==> src/hw/rtl/fss_pkg.sv <==
`timescale 1ns / 1ps
// Shared types, constants and helpers of the fuzzy subsequence scorer.
// No dependencies; used by fss_emit, fuzzy_subsequence_scorer_unit and the testbench.
package fss_pkg;

    localparam int unsigned QUERY_SLOTS = 16;
    localparam int unsigned QIDX_W      = 5;
    localparam int unsigned POS_W       = 8;
    localparam int unsigned SLOT_W      = 4;
    localparam int unsigned SCORE_W     = 8;
    localparam int unsigned COUNT_W     = 5;
    localparam int unsigned TOTAL_W     = 9;
    localparam int unsigned OUT_DATA_W  = 32;

    localparam logic [1:0] CFG_QUERY_LOW  = 2'd0;
    localparam logic [1:0] CFG_QUERY_HIGH = 2'd1;
    localparam logic [1:0] CFG_QUERY_LEN  = 2'd2;

    localparam logic [7:0] CHAR_NUL        = 8'h00;
    localparam logic [7:0] CHAR_SPACE      = 8'h20;
    localparam logic [7:0] CHAR_DASH       = 8'h2D;
    localparam logic [7:0] CHAR_UNDERSCORE = 8'h5F;
    localparam logic [7:0] CHAR_SLASH      = 8'h2F;
    localparam logic [7:0] CHAR_DOT        = 8'h2E;

    // half-point increments
    localparam logic [TOTAL_W-1:0] PTS_BASE     = 9'd2;
    localparam logic [TOTAL_W-1:0] PTS_BOUNDARY = 9'd16;
    localparam logic [TOTAL_W-1:0] PTS_RUN      = 9'd10;
    localparam logic [TOTAL_W-1:0] PTS_LOWER    = 9'd1;

    localparam logic [SCORE_W-1:0] SCORE_EMPTY = 8'd1;

    typedef enum logic
    {
        KIND_POSITION = 1'b0,
        KIND_VERDICT  = 1'b1
    } kind_t;

    // end-of-label summary handed to the emitter
    typedef struct packed
    {
        logic               load;
        logic               matched;
        logic [SCORE_W-1:0] score;
        logic [COUNT_W-1:0] count;
        logic [COUNT_W-1:0] entries;
    } verdict_t;

    function automatic logic [7:0] fold_case(input logic [7:0] c);
        logic [7:0] r;
        r = c;
        if (c >= 8'h41 && c <= 8'h5A)
        begin
            r = c + 8'h20;
        end
        return r;
    endfunction

    function automatic logic is_separator(input logic [7:0] c);
        return (c == CHAR_SPACE) || (c == CHAR_DASH) || (c == CHAR_UNDERSCORE)
            || (c == CHAR_SLASH) || (c == CHAR_DOT);
    endfunction

    function automatic logic is_lower(input logic [7:0] c);
        return (c >= 8'h61) && (c <= 8'h7A);
    endfunction

endpackage

==> src/hw/rtl/fuzzy_subsequence_scorer_unit.sv <==
`timescale 1ns / 1ps
// Fuzzy subsequence scorer, top level: input register, match and score
// logic, label state. Depends on fss_pkg and fss_emit.
//
// Usage:
//   s_* channel carries one label byte per transaction; a zero byte ends
//   the label. m_* channel carries results: tuser gives the kind (position
//   entry or verdict), tlast marks the verdict closing each label.
//   Query characters and length are set via cfg_we/cfg_index/cfg_data,
//   by the user only while idle; the block itself does not enforce this.
// Throughput: one label byte per cycle while no terminator is held. A
//   matching label yields query-length plus one results, else one verdict;
//   they leave the output register one per cycle while m_tready is high.
// Result path: a taken terminator loads the emitter's snapshot and busy
//   flag; the label's first result then goes into the output register.
// Stalls: label bytes keep flowing while results drain; the next
//   terminator waits in the input register until the emitter has loaded
//   the previous label's verdict into the output register. A stalled
//   receiver holds the output register and, in turn, that terminator.
// Reset: clears label state, query registers and both valid flags.
module fuzzy_subsequence_scorer_unit #(
    parameter int unsigned QUERY_MAX = 16,
    parameter int unsigned LABEL_MAX = 256
) (
    input  logic                               clk,
    input  logic                               rst_n,
    input  logic                               cfg_we,
    input  logic [1:0]                         cfg_index,
    input  logic [63:0]                        cfg_data,
    input  logic                               s_tvalid,
    output logic                               s_tready,
    input  logic [7:0]                         s_tdata,   // label_byte
    output logic                               m_tvalid,
    input  logic                               m_tready,
    output logic [fss_pkg::OUT_DATA_W-1:0]     m_tdata,   // query_slot, position, matched,
                                                          // score, hit_count, zero pad
    output logic                               m_tuser,   // kind
    output logic                               m_tlast    // last_of_run
);
    import fss_pkg::*;

    localparam int unsigned QIW = (QUERY_MAX > 1) ? $clog2(QUERY_MAX) : 1;
    localparam int unsigned LW  = $clog2(LABEL_MAX);
    localparam logic [LW-1:0]      LABEL_LAST = LW'(LABEL_MAX - 1);
    localparam logic [QIDX_W-1:0]  QLEN_CAP   = QIDX_W'(QUERY_MAX);

    logic [63:0]        qlow_reg;
    logic [63:0]        qhigh_reg;
    logic [QIDX_W-1:0]  qlen_reg;

    logic               byte_v_reg;
    logic [7:0]         byte_reg;

    logic [QIDX_W-1:0]  qidx_reg,   qidx_next;
    logic [LW-1:0]      lidx_reg,   lidx_next;
    logic [7:0]         prev_reg,   prev_next;
    logic               pmatch_reg, pmatch_next;
    logic [TOTAL_W-1:0] total_reg,  total_next;
    logic [QUERY_MAX-1:0][7:0] pos_reg;

    logic [15:0][7:0]   qchars;
    logic [QIDX_W-1:0]  qlen;
    logic               busy;
    logic               take;
    logic               proc;
    logic               term;
    logic               hit;
    logic               active;
    logic               char_hit;
    logic [TOTAL_W-1:0] pts;
    verdict_t           verdict;

    assign qchars = {qhigh_reg, qlow_reg};
    assign qlen   = (qlen_reg > QLEN_CAP) ? QLEN_CAP : qlen_reg;

    assign term     = byte_reg == CHAR_NUL;
    assign take     = !(term && busy);
    assign proc     = byte_v_reg && take;
    assign s_tready = !byte_v_reg || take;

    assign active   = qidx_reg < qlen;
    assign char_hit = active && (fold_case(byte_reg) == fold_case(qchars[qidx_reg[3:0]]));
    assign hit      = (qlen != '0) && (qidx_reg >= qlen);

    always_comb
    begin
        pts = PTS_BASE;
        if (lidx_reg == '0 || is_separator(prev_reg))
        begin
            pts = pts + PTS_BOUNDARY;
        end
        if (pmatch_reg && lidx_reg != '0)
        begin
            pts = pts + PTS_RUN;
        end
        if (is_lower(byte_reg))
        begin
            pts = pts + PTS_LOWER;
        end
    end

    always_comb
    begin
        qidx_next   = qidx_reg;
        lidx_next   = lidx_reg;
        prev_next   = prev_reg;
        pmatch_next = pmatch_reg;
        total_next  = total_reg;
        if (proc)
        begin
            if (term)
            begin
                qidx_next   = '0;
                lidx_next   = '0;
                prev_next   = '0;
                pmatch_next = 1'b0;
                total_next  = '0;
            end
            else
            begin
                if (active)
                begin
                    pmatch_next = char_hit;
                    if (char_hit)
                    begin
                        total_next = total_reg + pts;
                        qidx_next  = qidx_reg + 1'b1;
                    end
                end
                prev_next = byte_reg;
                if (lidx_reg < LABEL_LAST)
                begin
                    lidx_next = lidx_reg + 1'b1;
                end
            end
        end
    end

    always_comb
    begin
        verdict.load    = proc && term;
        verdict.matched = (qlen == '0) || hit;
        verdict.score   = (qlen == '0) ? SCORE_EMPTY
                        : (hit ? total_reg[TOTAL_W-1:1] : '0);
        verdict.count   = hit ? qlen : '0;
        verdict.entries = hit ? qlen : '0;
    end

    always_ff @(posedge clk or negedge rst_n)
    begin
        if (!rst_n)
        begin
            qlow_reg   <= '0;
            qhigh_reg  <= '0;
            qlen_reg   <= '0;
            byte_v_reg <= 1'b0;
            qidx_reg   <= '0;
            lidx_reg   <= '0;
            prev_reg   <= '0;
            pmatch_reg <= 1'b0;
            total_reg  <= '0;
        end
        else
        begin
            if (cfg_we)
            begin
                case (cfg_index)
                    CFG_QUERY_LOW:  qlow_reg  <= cfg_data;
                    CFG_QUERY_HIGH: qhigh_reg <= cfg_data;
                    CFG_QUERY_LEN:  qlen_reg  <= cfg_data[QIDX_W-1:0];
                    default:        ;
                endcase
            end
            if (s_tready)
            begin
                byte_v_reg <= s_tvalid;
            end
            qidx_reg   <= qidx_next;
            lidx_reg   <= lidx_next;
            prev_reg   <= prev_next;
            pmatch_reg <= pmatch_next;
            total_reg  <= total_next;
        end
    end

    always_ff @(posedge clk)
    begin
        if (s_tvalid && s_tready)
        begin
            byte_reg <= s_tdata;
        end
        if (proc && !term && char_hit)
        begin
            pos_reg[qidx_reg[QIW-1:0]] <= 8'(lidx_reg);
        end
    end

    fss_emit #(
        .QUERY_MAX (QUERY_MAX)
    ) u_emit (
        .clk       (clk),
        .rst_n     (rst_n),
        .verdict   (verdict),
        .positions (pos_reg),
        .busy      (busy),
        .m_tvalid  (m_tvalid),
        .m_tready  (m_tready),
        .m_tdata   (m_tdata),
        .m_tuser   (m_tuser),
        .m_tlast   (m_tlast)
    );

`ifndef ASSERT_OFF
    a_qidx_bound: assert property (@(posedge clk) disable iff (!rst_n)
        qidx_reg <= QLEN_CAP)
        else $error("query index beyond query capacity");

    a_stall_cause: assert property (@(posedge clk) disable iff (!rst_n)
        !s_tready |-> (byte_v_reg && term && busy))
        else $error("input stalled without a waiting terminator");

    a_term_clears: assert property (@(posedge clk) disable iff (!rst_n)
        (proc && term) |=> (qidx_reg == '0 && lidx_reg == '0 && total_reg == '0))
        else $error("label state not cleared after terminator");
`endif

endmodule

==> src/hw/rtl/fss_emit.sv <==
`timescale 1ns / 1ps
// Result emitter: snapshots the match positions of a finished label and
// streams position entries then the verdict. Depends on fss_pkg.
module fss_emit #(
    parameter int unsigned QUERY_MAX = 16
) (
    input  logic                                clk,
    input  logic                                rst_n,
    input  fss_pkg::verdict_t                   verdict,
    input  logic [QUERY_MAX-1:0][7:0]           positions,
    output logic                                busy,
    output logic                                m_tvalid,
    input  logic                                m_tready,
    output logic [fss_pkg::OUT_DATA_W-1:0]      m_tdata,   // slot, position, matched, score, count
    output logic                                m_tuser,   // kind
    output logic                                m_tlast    // last_of_run
);
    import fss_pkg::*;

    localparam int unsigned QIW = (QUERY_MAX > 1) ? $clog2(QUERY_MAX) : 1;

    logic [QUERY_MAX-1:0][7:0] snap_reg;
    logic                      busy_reg;
    logic [COUNT_W-1:0]        cnt_reg;
    logic [COUNT_W-1:0]        entries_reg;
    logic                      matched_reg;
    logic [SCORE_W-1:0]        score_reg;
    logic [COUNT_W-1:0]        count_reg;

    logic                      out_valid_reg;
    kind_t                     out_kind_reg;
    logic [SLOT_W-1:0]         out_slot_reg;
    logic [POS_W-1:0]          out_pos_reg;
    logic                      out_matched_reg;
    logic [SCORE_W-1:0]        out_score_reg;
    logic [COUNT_W-1:0]        out_count_reg;
    logic                      out_last_reg;

    logic                      advance;
    logic                      emit_entry;

    assign advance    = !out_valid_reg || m_tready;
    assign emit_entry = cnt_reg < entries_reg;

    always_ff @(posedge clk)
    begin
        if (verdict.load)
        begin
            snap_reg    <= positions;
            entries_reg <= verdict.entries;
            matched_reg <= verdict.matched;
            score_reg   <= verdict.score;
            count_reg   <= verdict.count;
        end
    end

    always_ff @(posedge clk or negedge rst_n)
    begin
        if (!rst_n)
        begin
            busy_reg      <= 1'b0;
            cnt_reg       <= '0;
            out_valid_reg <= 1'b0;
        end
        else
        begin
            if (verdict.load)
            begin
                busy_reg <= 1'b1;
                cnt_reg  <= '0;
            end
            else if (advance && busy_reg)
            begin
                cnt_reg <= cnt_reg + 1'b1;
                if (!emit_entry)
                begin
                    busy_reg <= 1'b0;
                end
            end
            if (advance)
            begin
                out_valid_reg <= busy_reg;
            end
        end
    end

    always_ff @(posedge clk)
    begin
        if (advance && busy_reg)
        begin
            if (emit_entry)
            begin
                out_kind_reg    <= KIND_POSITION;
                out_slot_reg    <= SLOT_W'(cnt_reg);
                out_pos_reg     <= snap_reg[cnt_reg[QIW-1:0]];
                out_matched_reg <= 1'b0;
                out_score_reg   <= '0;
                out_count_reg   <= '0;
                out_last_reg    <= 1'b0;
            end
            else
            begin
                out_kind_reg    <= KIND_VERDICT;
                out_slot_reg    <= '0;
                out_pos_reg     <= '0;
                out_matched_reg <= matched_reg;
                out_score_reg   <= score_reg;
                out_count_reg   <= count_reg;
                out_last_reg    <= 1'b1;
            end
        end
    end

    assign busy     = busy_reg;
    assign m_tvalid = out_valid_reg;
    assign m_tuser  = out_kind_reg;
    assign m_tlast  = out_last_reg;
    assign m_tdata  = {6'd0, out_count_reg, out_score_reg, out_matched_reg,
                       out_pos_reg, out_slot_reg};

`ifndef ASSERT_OFF
    a_load_when_free: assert property (@(posedge clk) disable iff (!rst_n)
        verdict.load |-> !busy_reg)
        else $error("label summary loaded while emitter busy");

    a_cnt_bound: assert property (@(posedge clk) disable iff (!rst_n)
        busy_reg |-> (cnt_reg <= entries_reg))
        else $error("emitter count ran past entry count");

    a_verdict_frees: assert property (@(posedge clk) disable iff (!rst_n)
        (advance && busy_reg && !emit_entry) |=> !busy_reg)
        else $error("emitter stayed busy after verdict");

    a_last_on_verdict: assert property (@(posedge clk) disable iff (!rst_n)
        out_valid_reg |-> (out_last_reg == (out_kind_reg == KIND_VERDICT)))
        else $error("last flag does not mark the verdict");
`endif

endmodule

==> config.mk <==
export PLATFORM = sky130hd
export DESIGN_NAME = fuzzy_subsequence_scorer_unit
export DESIGN_NICKNAME = d
export VERILOG_FILES = /design/src/hw/rtl/fss_pkg.sv /design/src/hw/rtl/fuzzy_subsequence_scorer_unit.sv /design/src/hw/rtl/fss_emit.sv
export SDC_FILE = /design/constraint.sdc
export NUM_CORES = 1
export LEC_CHECK = 0
export BUFFER_PORTS_ARGS = -buffer_cell sky130_fd_sc_hd__buf_2
export CAP_MARGIN = 20
export CORE_UTILIZATION = 61
export DETAILED_ROUTE_END_ITERATION = 12
export PLACE_DENSITY_LB_ADDON = 0.05
export SETUP_SLACK_MARGIN = 0.5
export SYNTH_ARGS = -nofsm -noshare
export SYNTH_HDL_FRONTEND = slang
export SYNTH_SLANG_ARGS = --single-unit
==> constraint.sdc <==
create_clock -name clk -period 8.1 [get_ports clk]
set_input_delay 1.215 -clock clk [delete_from_list [all_inputs] [get_ports clk]]
set_output_delay 1.215 -clock clk [all_outputs]
set_load 0.1 [all_outputs]
# == Word-level counts from Yosys, hierarchy flattened ==
# Cells that the tools add are included.
# classes
magnitude_cmp,14
n_bitwise,1
n_mux,31
div_mod_pow,0
multipliers,0
reduce_logical,44
shift,0
n_addsub,8
n_eq_ne,9
# op_table
cell,count
$bwmux 128,1
$bmux 8 s4,2
$mux 8,8
$mux 9,5
$mux 5,7
$demux 8 s4,1
$eq 8x6->1 const B,4
$ge 8x7->1 const B,3
$le 8x7->1 const B,3
$add 8x6->8 const B,2
$logic_not 8->1,2
$logic_and 1x1->1,14
$reduce_and 2->1,6
$add 5x1->5 const B,2
$lt 4x5->1 const B,2
$lt 5x5->1,2
$add 9x1->9 const B,1
$add 9x4->9 const B,1
$add 9x9->9,1
$add 8x1->8 const B,1
$eq 8x7->1 const B,1
$eq 8x8->1,1
$logic_or 1x1->1,8
$lt 8x8->1 const B,1
16 further kinds,28
# totals
latch_bits,0
register_bits,477
mem_count,0
output_inout_bits,36
in_bits,79
elab_cells,162
mem_bits_rw,0
mem_bits_ro,0

# == Logic depth before layout (Yosys ltp) ==
# Gate-level depths: netlist of the first run.
# logic_depth
ltp_word,15
ltp_mapped,15
depth_no_buf,13

# == By module ==
# From an unflattened synthesis of the first run, not the netlist that was laid out.
# hier_totals
cells_unflattened,1077
area_unflattened_um2,19316.0
# modules_own_cells
module,instances,area_per_inst_um2,cells_per_inst,seq_area_each_um2
fuzzy_subsequence_scorer_unit,1,12310.6,752,8212.9
fss_emit,1,7005.5,325,5400.2

# == Worst setup path before layout of the first run ==
# No wires, ideal clock.
# synth_path
path_kind,register to register
from,register byte_reg[3]
to,"register u_emit.entries_reg[0], enable pin"
path_slack_ns,1.645
t_arrival_ns,5.894
stages_incl_launch_ff,7
path_buffers,2
required_ns,7.538
setup_ns,0.562
synth_period_minus_slack_ns,6.455
path_cell_list,edfxtp_1 or4_1 nor3_1 clkbuf_1 nand2_1 inv_1 clkbuf_1
# synth_rtl
item,line_no,rtl
start: declaration,fuzzy_subsequence_scorer_unit.sv:52,logic [7:0] byte_reg;
start signal: assignment,fuzzy_subsequence_scorer_unit.sv:190,byte_reg <= s_tdata;
end signal: assignment,fss_emit.sv:50,entries_reg <= verdict.entries;
end: declaration,fss_emit.sv:25,logic [COUNT_W-1:0] entries_reg;

# == Final worst setup path of the first run ==
# layout_path
from,register qidx_reg[0]
to,"register pos_reg[70] (netlist bit), enable pin"
# layout_between
elab_chain_cells,8
word_cells_on_any_way,11
classes_between,add/sub: 1; order compare: 3; eq/ne: 1; mux: 3; reduce/logical: 3
# layout_lines
item,line_no,rtl
start: declaration,fuzzy_subsequence_scorer_unit.sv:54,"logic [QIDX_W-1:0] qidx_reg, qidx_next;"
start signal: assignment,fuzzy_subsequence_scorer_unit.sv:178,qidx_reg <= qidx_next;
$bmux 8 s4,fuzzy_subsequence_scorer_unit.sv:82,assign char_hit = active && (fold_case(byte_reg) == fold_case(qchars[qidx_reg[3:0]]));
$mux 8 (implied by the code),fuzzy_subsequence_scorer_unit.sv:82,
$ge 8x7->1 / $le 8x7->1 (equally long branches),fss_pkg.sv:53,if (c >= 8'h41 && c <= 8'h5A)
$logic_and 1x1->1,fss_pkg.sv:53,
$mux 8,fss_pkg.sv:53,
$eq 8x8->1,fuzzy_subsequence_scorer_unit.sv:82,
$logic_and 1x1->1 (*),fuzzy_subsequence_scorer_unit.sv:82,
$logic_and 1x1->1 (*),fuzzy_subsequence_scorer_unit.sv:192,if (proc && !term && char_hit)
end signal: indexed assignment,fuzzy_subsequence_scorer_unit.sv:194,pos_reg[qidx_reg[QIW-1:0]] <= 8'(lidx_reg);
end: declaration,fuzzy_subsequence_scorer_unit.sv:59,logic [QUERY_MAX-1:0][7:0] pos_reg;
# Every way passes the cells marked *; elsewhere a longest branch is shown, timed or not. The select of a mux whose other input is x is not followed.
# A chain may end at the register's enable or synchronous reset.

==> results.json, run 1 <==
{
  "hp-class": "reg2reg",
  "p_per_area_mw_per_mm2": 293.2,
  "overflow": 0,
  "clock_tree.root_cell": "clkbuf_16",
  "rr_worst_depth": 13,
  "avgSynthCellArea_um2": 17.80,
  "hold_start": "pos_reg[109]",
  "initial_utilization_pct": 62.52,
  "antenna_cells": 0,
  "slowest_delay_ns": 0.59,
  "ctsHtreeMaxLevel": 2,
  "path_clk_slew_ns": 0.06,
  "postRouteAntennaNets": 0,
  "final_max_slew_viol_count": 0,
  "die_area_mm2": 0.03232,
  "seq_area_mm2": 0.01347,
  "whs_endpoint": "u_emit.snap_reg[109]",
  "core_area_mm2": 0.03083,
  "yosys_warnings": 0,
  "power.leakage_nw": 8.186,
  "r2r_slack_ns": 3.28,
  "status": "finished with violations",
  "synthDistinctLibCells": 67,
  "cts_tree": "built",
  "crit_required_ns": 8.31,
  "ys_dominant_reg_cell": "edfxtp_1",
  "multi_input_comb_area_mm2": 0.005492,
  "crit_path_end_kind": "flop",
  "drive_gt1_share_pct": 33.31,
  "insertion_delay_ns": 0.55,
  "area_growth_pct": 12.79,
  "path_class": "reg2reg",
  "portBuffers": 108,
  "antenna_found_initial": 2,
  "timing.hold.ws_ns": 0.4097,
  "tightest_slew_ns": 0.9625,
  "hpwl_um": 24490,
  "drtIter0Drc": 777,
  "critPathLaunchType": "flop",
  "fmax_mhz": 207.3,
  "period_minus_slack_ns": 4.823,
  "pin_count": 115,
  "crit_arrival_ns": 5.03,
  "min_period_over_period_pct": 59.55,
  "wl_per_cell_um": 23.05,
  "seq_area_frac_synth_pct": 69.84,
  "drc": 4,
  "worst-path-max-fanout": 38,
  "ys_ff_latch": 477,
  "routed_wl_um": 37850,
  "r2r-start": "qidx_reg[0]",
  "async_reset_ff_share_pct": 36.06,
  "clk_path_buf_depth": 3,
  "synth_edf_count": 305,
  "fin_skew_ns": 0.01447,
  "nets": 1310,
  "hold_depth": 0,
  "fp-row-count": 64,
  "cts.sinks": 477,
  "ir_drop_mv": 0.1928,
  "numPlacedInstances": 1554,
  "grt_usage_pct": 24.46,
  "hold_viol_final": 0,
  "setup_tns_ns": 0,
  "viasPerCell": 6.009,
  "vias": 9867,
  "rsz0062_at_grt": "no",
  "grt_pass1_vias": 10262,
  "netlist_area_mm2": 0.01928,
  "cts_hold_buf": 0,
  "synthCells": 1083,
  "violations": "DRC",
  "slowest_stage": "mux4_2",
  "firstDrtPassIters": 9,
  "gp_congestion": 0.8163,
  "path_cells": "buf_4 -> mux4_2 -> mux4_2 -> ha_1 -> and3_1 -> nor4_1 -> nand3_1 -> mux2i_1 -> a221o_1 -> mux2i_2 -> nor3_4 -> buf_4 -> and4b_1",
  "die_y_um": 179.8,
  "cap_violations": 0,
  "setup_viol": 0,
  "cts_made_buffers": 47,
  "max_slew_margin_pct": 35.83,
  "cp-startpoint": "qidx_reg[0]",
  "ctsResizeCount": 0,
  "instances_no_fill": 1642,
  "dieWidth_um": 179.8,
  "fill_cells": 1981,
  "grt_pass1_wl_um": 59640,
  "grt_max_degree": 100,
  "post-cts-setup-buffers": 0,
  "worstReg2RegEnd": "pos_reg[70]"
}
critical path: cells and delay by family, from the launching register on:
kind / cells / cell delay (ns)
adders and majority gates: 1 / 0.29
and+or+nand+nor: 5 / 1.30
buffers and inverters: 2 / 0.86
AOI/OAI and AO/OA: 1 / 0.20
muxes: 4 / 1.45
DFF: 1 / 0.34
synthesized netlist by cell type (5+ instances only):
| master | count | area share, % |
|---|---|---|
| edfxtp_1 | 305 | 48 |
| dfrtp_1 | 172 | 22 |
| mux2_2 | 135 | 7.9 |
| mux4_2 | 66 | 7.7 |
| nand2_1 | 45 | 0.88 |
| nor2_1 | 36 | 0.70 |
| and2_1 | 33 | 1.1 |
| clkbuf_1 | 32 | 0.62 |
| ha_1 | 23 | 1.5 |
| inv_1 | 20 | 0.39 |
| nor2b_1 | 18 | 0.58 |
| xnor2_1 | 15 | 0.68 |
| a22o_1 | 10 | 0.45 |
| and3_1 | 10 | 0.32 |
| buf_4 | 10 | 0.39 |
| mux2i_1 | 10 | 0.52 |
| nand3_1 | 10 | 0.26 |
| nand2b_1 | 8 | 0.26 |
| a21oi_1 | 7 | 0.18 |
| a22oi_1 | 7 | 0.27 |
| mux4_1 | 7 | 0.95 |
| nor3_1 | 7 | 0.18 |
| xor2_1 | 7 | 0.32 |
| o21a_1 | 6 | 0.23 |
| o21ai_0 | 6 | 0.16 |
| and4b_1 | 5 | 0.26 |
| buf_1 | 5 | 0.097 |
| or2_2 | 5 | 0.16 |
stage by stage:
stage / cell area, um2 / setup slack [ns] / util, % / total power [W]
3_3_place_gp: 20190 / 3.348 / 65.48 / 0.004255
2_1_floorplan: 19290 / 1.645 / - / 0.003920
4_1_cts: 21740 / 3.240 / 70.52 / 0.006442
6_report: 21740 / 3.277 / 70.52 / 0.006375
5_1_grt: 21740 / 2.979 / 70.52 / 0.006637
3_5_place_dp: 20190 / 3.245 / 65.48 / 0.004287
metal layers:
metal | wire length, um | track usage [%]
met1 | 15710 | 32.99
met2 | 19230 | 41.54
met3 | 1986 | 3.788
met4 | 896 | 7.448
met5 | 22 | 0
final cells by class:
type / count / share of cell area, %
multi-input cells: 538 / 25.26
well taps: 396 / 2.279
inverters: 21 / 0.3856
clock buffers: 68 / 6.192
repair buffers: 122 / 2.998
flip-flops and latches: 477 / 61.93
clock inverters: 20 / 0.9553
worst max path at each step:
| stage | slack, ns | depth (start not counted) | endpoint |
|---|---|---|---|
| after floorplan | 1.64 | 6 | u_emit.entries_reg[0] |
| after global routing | 2.98 | 13 | pos_reg[70] |
| after detailed placement | 3.24 | 13 | pos_reg[69] |
| after global placement | 3.35 | 13 | pos_reg[75] |
| after CTS | 3.24 | 13 | pos_reg[70] |
| final | 3.28 | 13 | pos_reg[70] |
placed cells by master (no fill, tap or decap), drive strengths merged, types with 12 or more instances in the layout:
master and count:
edfxtp 305, dfrtp 172, mux2 137, buf 122, mux4 73, clkbuf 68
nand2 45, nor2 36, and2 33, ha 23, inv 22, nor2b 18
xnor2 15, clkinv 15, mux2i 12
report_power, final:
group	switching (W)	internal, W	leakage [nW]
Sequential	0.000221	0.00283	4.82
Combinational	0.000557	0.000610	2.60
Clock	0.000878	0.00128	0.766
Total	0.00166	0.00472	8.19
cells by family after synthesis:
kind of cell,synth area share [%]
AOI/OAI and AO/OA,2.519
xor gates and xnor gates,0.9996
adders and majority gates,1.597
buffers and inverters,1.792
DFF,69.84
muxes,17.37
other,0.01945
and+or+nand+nor,5.861
Power figures use the tool's default switching activity.
==> run 2, diff against run 1 <==
clock period = 4.95 ns   (was 8.1 ns; I/O delays follow)
==> results.json, run 2 (same netlist as run 1, synthesis figures left out) <==
{
  "fin_skew_ns": 0.02294,
  "setup_tns_ns": 0,
  "cts.sinks": 477,
  "status": "finished with violations",
  "cts_hold_buf": 0,
  "max_slew_margin_pct": 35.56,
  "antenna_found_initial": 4,
  "p_total_w": 0.01044,
  "worst-path-max-fanout": 8,
  "violations": "DRC",
  "numPlacedInstances": 1557,
  "crit_arrival_ns": 4.61,
  "grt_max_degree": 101,
  "portBuffers": 108,
  "crit_required_ns": 5.21,
  "setup_slack_ns": 0.5977,
  "place_ws_ns": 0.1102,
  "path_clk_slew_ns": 0.06,
  "critPathLaunchType": "flop",
  "hold_viol_final": 0,
  "dieWidth_um": 179.8,
  "overflow": 0,
  "path_cells": "clkbuf_4 -> mux4_2 -> mux4_2 -> ha_1 -> and3_1 -> nor4_1 -> nand3_1 -> mux2i_1 -> a221o_1 -> mux2i_4 -> nor3_4 -> buf_12 -> and4b_1",
  "met3_usage_pct": 3.829,
  "initial_utilization_pct": 62.52,
  "wl_per_cell_um": 23.20,
  "hpwl_um": 24970,
  "hp-class": "in2async",
  "postRouteAntennaNets": 0,
  "ir_drop_mv": 0.3452,
  "path_class": "reg2reg",
  "slowest_delay_ns": 0.54,
  "die_area_mm2": 0.03232,
  "clk_path_buf_depth": 3,
  "core_area_mm2": 0.03083,
  "use_met1_pct": 33.01,
  "top_usage_layer": "met2",
  "power.leakage_nw": 8.266,
  "gp_congestion": 0.8028,
  "vias": 9761,
  "setup_viol": 0,
  "area_growth_pct": 13.49,
  "final_max_slew_viol_count": 0,
  "tightest_slew_ns": 0.9665,
  "cpMostUsedCell": "mux4_2",
  "fp-row-count": 64,
  "grt_usage_pct": 24.76,
  "cts_tree": "built",
  "r2r-start": "qidx_reg[0]",
  "final_cell_mix": "edfxtp_1 (305), dfrtp_1 (170), mux2_2 (135)",
  "firstDrtPassIters": 8,
  "grt_pass1_wl_um": 59970,
  "drive_gt1_share_pct": 34.61,
  "cts_made_buffers": 46,
  "cap_violations": 0,
  "p_per_area_mw_per_mm2": 477.2,
  "final_common_cell": "edfxtp_1",
  "die_y_um": 179.8,
  "drc": 8,
  "min_period_over_period_pct": 87.92,
  "period_minus_slack_ns": 4.352,
  "nets": 1319,
  "ctsHtreeMaxLevel": 2,
  "crit_path_end_kind": "flop",
  "fmax_mhz": 229.8,
  "drtIter0Drc": 715,
  "viasPerCell": 5.912,
  "finalCoreUtilization_pct": 70.96,
  "instances_no_fill": 1651,
  "cp_top_family": "multiplexers",
  "cp-startpoint": "qidx_reg[0]",
  "clock_tree.root_cell": "clkbuf_16",
  "rsz0062_at_grt": "no",
  "insertion_delay_ns": 0.56,
  "pin_count": 115,
  "routed_wl_um": 38300,
  "grt_pass1_vias": 10336,
  "slowest_stage": "mux4_2",
  "path_buf_inv": 2,
  "grtUsageMet2_pct": 42.12
}
==> run 2: timing repair <==
action / 4_1_cts / 5_1_grt
buffers inserted: 1 / 4
cloned: 2 / 0
resized for setup: 8 / 7
pin swaps: 1 / 2
endpoints found under the setup margin: 137 / 130
==> run 2: layout make-up <==
class | instances | area, um2
fillers | 2001 | 8954
repair buffers | 130 | 753.2
clock buffers | 64 | 1301
well taps | 396 | 495.5
clock inverters | 22 | 226.5
multi-input cells | 540 | 5545
inverters | 21 | 83.83
diodes | 1 | 2.502
flip-flops and latches | 477 | 13470
==> run 2: power breakdown <==
group | internal, W | switching [W] | leakage, nW | total [W]
clock network | 0.00202 | 0.00148 | 0.738 | 0.00349
registers | 0.00462 | 0.000394 | 4.88 | 0.00502
logic | 0.00103 | 0.000897 | 2.65 | 0.00193
==> run 2: layer usage <==
layer / wire length (um) / share of wire [%]
met3: 1795 / 4.7
met2: 19250 / 50
met4: 1112 / 2.9
met5: 34 / 0.089
met1: 16100 / 42
==> run 2: final timing paths <==
check / to / slack (ns) / cells past startpoint
hold reg to reg: u_emit.snap_reg[13] / 0.42 / 0
setup reg to reg: pos_reg[94] / 0.60 / 13
max in group asynchronous: qhigh_reg[13] / 3.66 / 2
hold / removal: u_emit.cnt_reg[4] / 0.29 / 1
min in group clk: byte_reg[5] / 0.36 / 1
setup / recovery: pos_reg[94] / 0.60 / 13
==> run 2: through the flow <==
stage,hold WS [ns],cell area (um2)
4_1_cts,0.3374,21830
2_1_floorplan,0.4003,19300
3_3_place_gp,0.4015,20240
6_report,0.2940,21880
5_1_grt,0.3436,21870
3_5_place_dp,0.4045,20240
==> run 3, diff against run 2 <==
MAX_ROUTING_LAYER = met4   (was not set)
==> results.json, run 3 (same netlist as run 1, synthesis figures left out) <==
{
  "ir_drop_mv": 0.3455,
  "crit_required_ns": 5.21,
  "rsz0062_at_grt": "no",
  "fp-row-count": 64,
  "worst-path-max-fanout": 8,
  "vias": 9747,
  "tightest_slew_ns": 0.9733,
  "hp-class": "in2async",
  "max_slew_margin_pct": 35.11,
  "area_growth_pct": 13.53,
  "gp_congestion": 0.8144,
  "period_minus_slack_ns": 4.357,
  "pin_count": 115,
  "fill_cells": 1998,
  "clock_tree.root_cell": "clkbuf_16",
  "hpwl_um": 24970,
  "grt_usage_pct": 25.56,
  "r2r_slack_ns": 0.59,
  "crit_path_end_kind": "flop",
  "firstDrtPassIters": 9,
  "power.leakage_nw": 8.266,
  "violations": "DRC",
  "cts_made_buffers": 46,
  "drc": 4,
  "overflow": 0,
  "nets": 1319,
  "final_area_mm2": 0.02188,
  "cts_tree": "built",
  "die_y_um": 179.8,
  "fin_skew_ns": 0.02393,
  "fmax_mhz": 229.5,
  "placed_cell_area_mm2": 0.02024,
  "routed_wl_um": 38190,
  "core_area_mm2": 0.03083,
  "rr_worst_depth": 13,
  "die_area_mm2": 0.03232,
  "setup_tns_ns": 0,
  "crit_arrival_ns": 4.62,
  "final_common_cell": "edfxtp_1",
  "antenna_found_initial": 4,
  "setup_viol": 0,
  "cap_violations": 0,
  "path_clk_slew_ns": 0.06,
  "postRouteAntennaNets": 0,
  "path_class": "reg2reg",
  "final_cell_mix": "edfxtp_1 (305), dfrtp_1 (170), mux2_2 (135)",
  "ctsHtreeMaxLevel": 2,
  "dieWidth_um": 179.8,
  "status": "finished with violations",
  "wl_per_cell_um": 23.09,
  "drtIter0Drc": 794,
  "portBuffers": 108,
  "final_max_slew_viol_count": 0,
  "grt_max_degree": 101,
  "cts.sinks": 477,
  "grt_pass1_wl_um": 60010,
  "worstReg2RegEnd": "pos_reg[94]",
  "insertion_delay_ns": 0.56,
  "viasPerCell": 5.893,
  "r2r-start": "qidx_reg[0]",
  "min_period_over_period_pct": 88.03,
  "p_per_area_mw_per_mm2": 476.7,
  "grt_pass1_vias": 10328,
  "hold_viol_final": 0,
  "cts_hold_buf": 0,
  "critPathLaunchType": "flop",
  "initial_utilization_pct": 62.52,
  "drive_gt1_share_pct": 34.61,
  "clk_path_buf_depth": 3
}
run 3: cell types whose count changed in the layout (fill, tap and decap cells not counted):
| cell | delta |
|---|---|
| diode_2 | +3 |
run 3: through the flow:
step	worst slack, ns	power [W]	utilization (%)	hold slack (ns)	cells
2_1_floorplan	0.2616	0.006412	-	0.4003	1088
3_3_place_gp	0.2428	0.006962	65.64	0.4015	1557
3_5_place_dp	0.1102	0.007003	65.64	0.4045	1557
4_1_cts	0.5049	0.01051	70.81	0.3374	1646
5_1_grt	0.4928	0.01087	70.98	0.3433	1654
6_report	0.5927	0.01043	70.98	0.2773	1654
run 3: where the power goes:
part           internal [W]  switching (W)
combinational       0.00103       0.000894
sequential          0.00462       0.000391
clock               0.00202        0.00147
total               0.00767        0.00276
run 3: worst max-delay path by stage:
stage                     start     endpoint  slack, ns  cells past startpoint
floorplan           qidx_reg[0]  pos_reg[10]       0.26                     14
global placement    qidx_reg[0]  pos_reg[78]       0.24                     11
detailed placement  qidx_reg[0]  pos_reg[68]       0.11                     11
CTS                 qidx_reg[0]  pos_reg[94]       0.50                     12
global route        qidx_reg[0]  pos_reg[94]       0.49                     13
finish              qidx_reg[0]  pos_reg[94]       0.59                     13
run 3: cell type report:
class / count / area [um2] / area share [%]
antenna: 4 / 10.01 / 0.04574
clock buffer: 64 / 1301 / 5.946
clock inverter: 22 / 226.5 / 1.035
inverter: 21 / 83.83 / 0.3831
multi-input combinational: 540 / 5545 / 25.34
sequential: 477 / 13470 / 61.54
tap: 396 / 495.5 / 2.264
timing repair buffer: 130 / 753.2 / 3.442
run 3: timing repair:
item	4_1_cts	5_1_grt
setup buffers	1	4
gates resized for setup	8	7
pin swaps	1	2
setup endpoints to repair	137	130
gates cloned	2	0
endpoints found under the hold margin	0	0
run 3: worst max-delay path, cell delays in order, from the launching register on:
cell	delay, ns
dfrtp_4	0.40
clkbuf_4	0.19
mux4_2	0.51
mux4_2	0.54
ha_1	0.27
and3_1	0.17
nor4_1	0.30
nand3_1	0.19
mux2i_1	0.15
a221o_1	0.40
mux2i_4	0.39
nor3_4	0.07
buf_12	0.17
and4b_1	0.33
run 3: metal layers:
metal | track usage, % | routed length (um) | vias to the layer above
met5 | - | 0 | -
met4 | 8.310 | 1107 | 0
met2 | 42.09 | 19230 | 266
met1 | 33.13 | 16060 | 4988
li1 | - | - | 4421
met3 | 3.748 | 1790 | 72
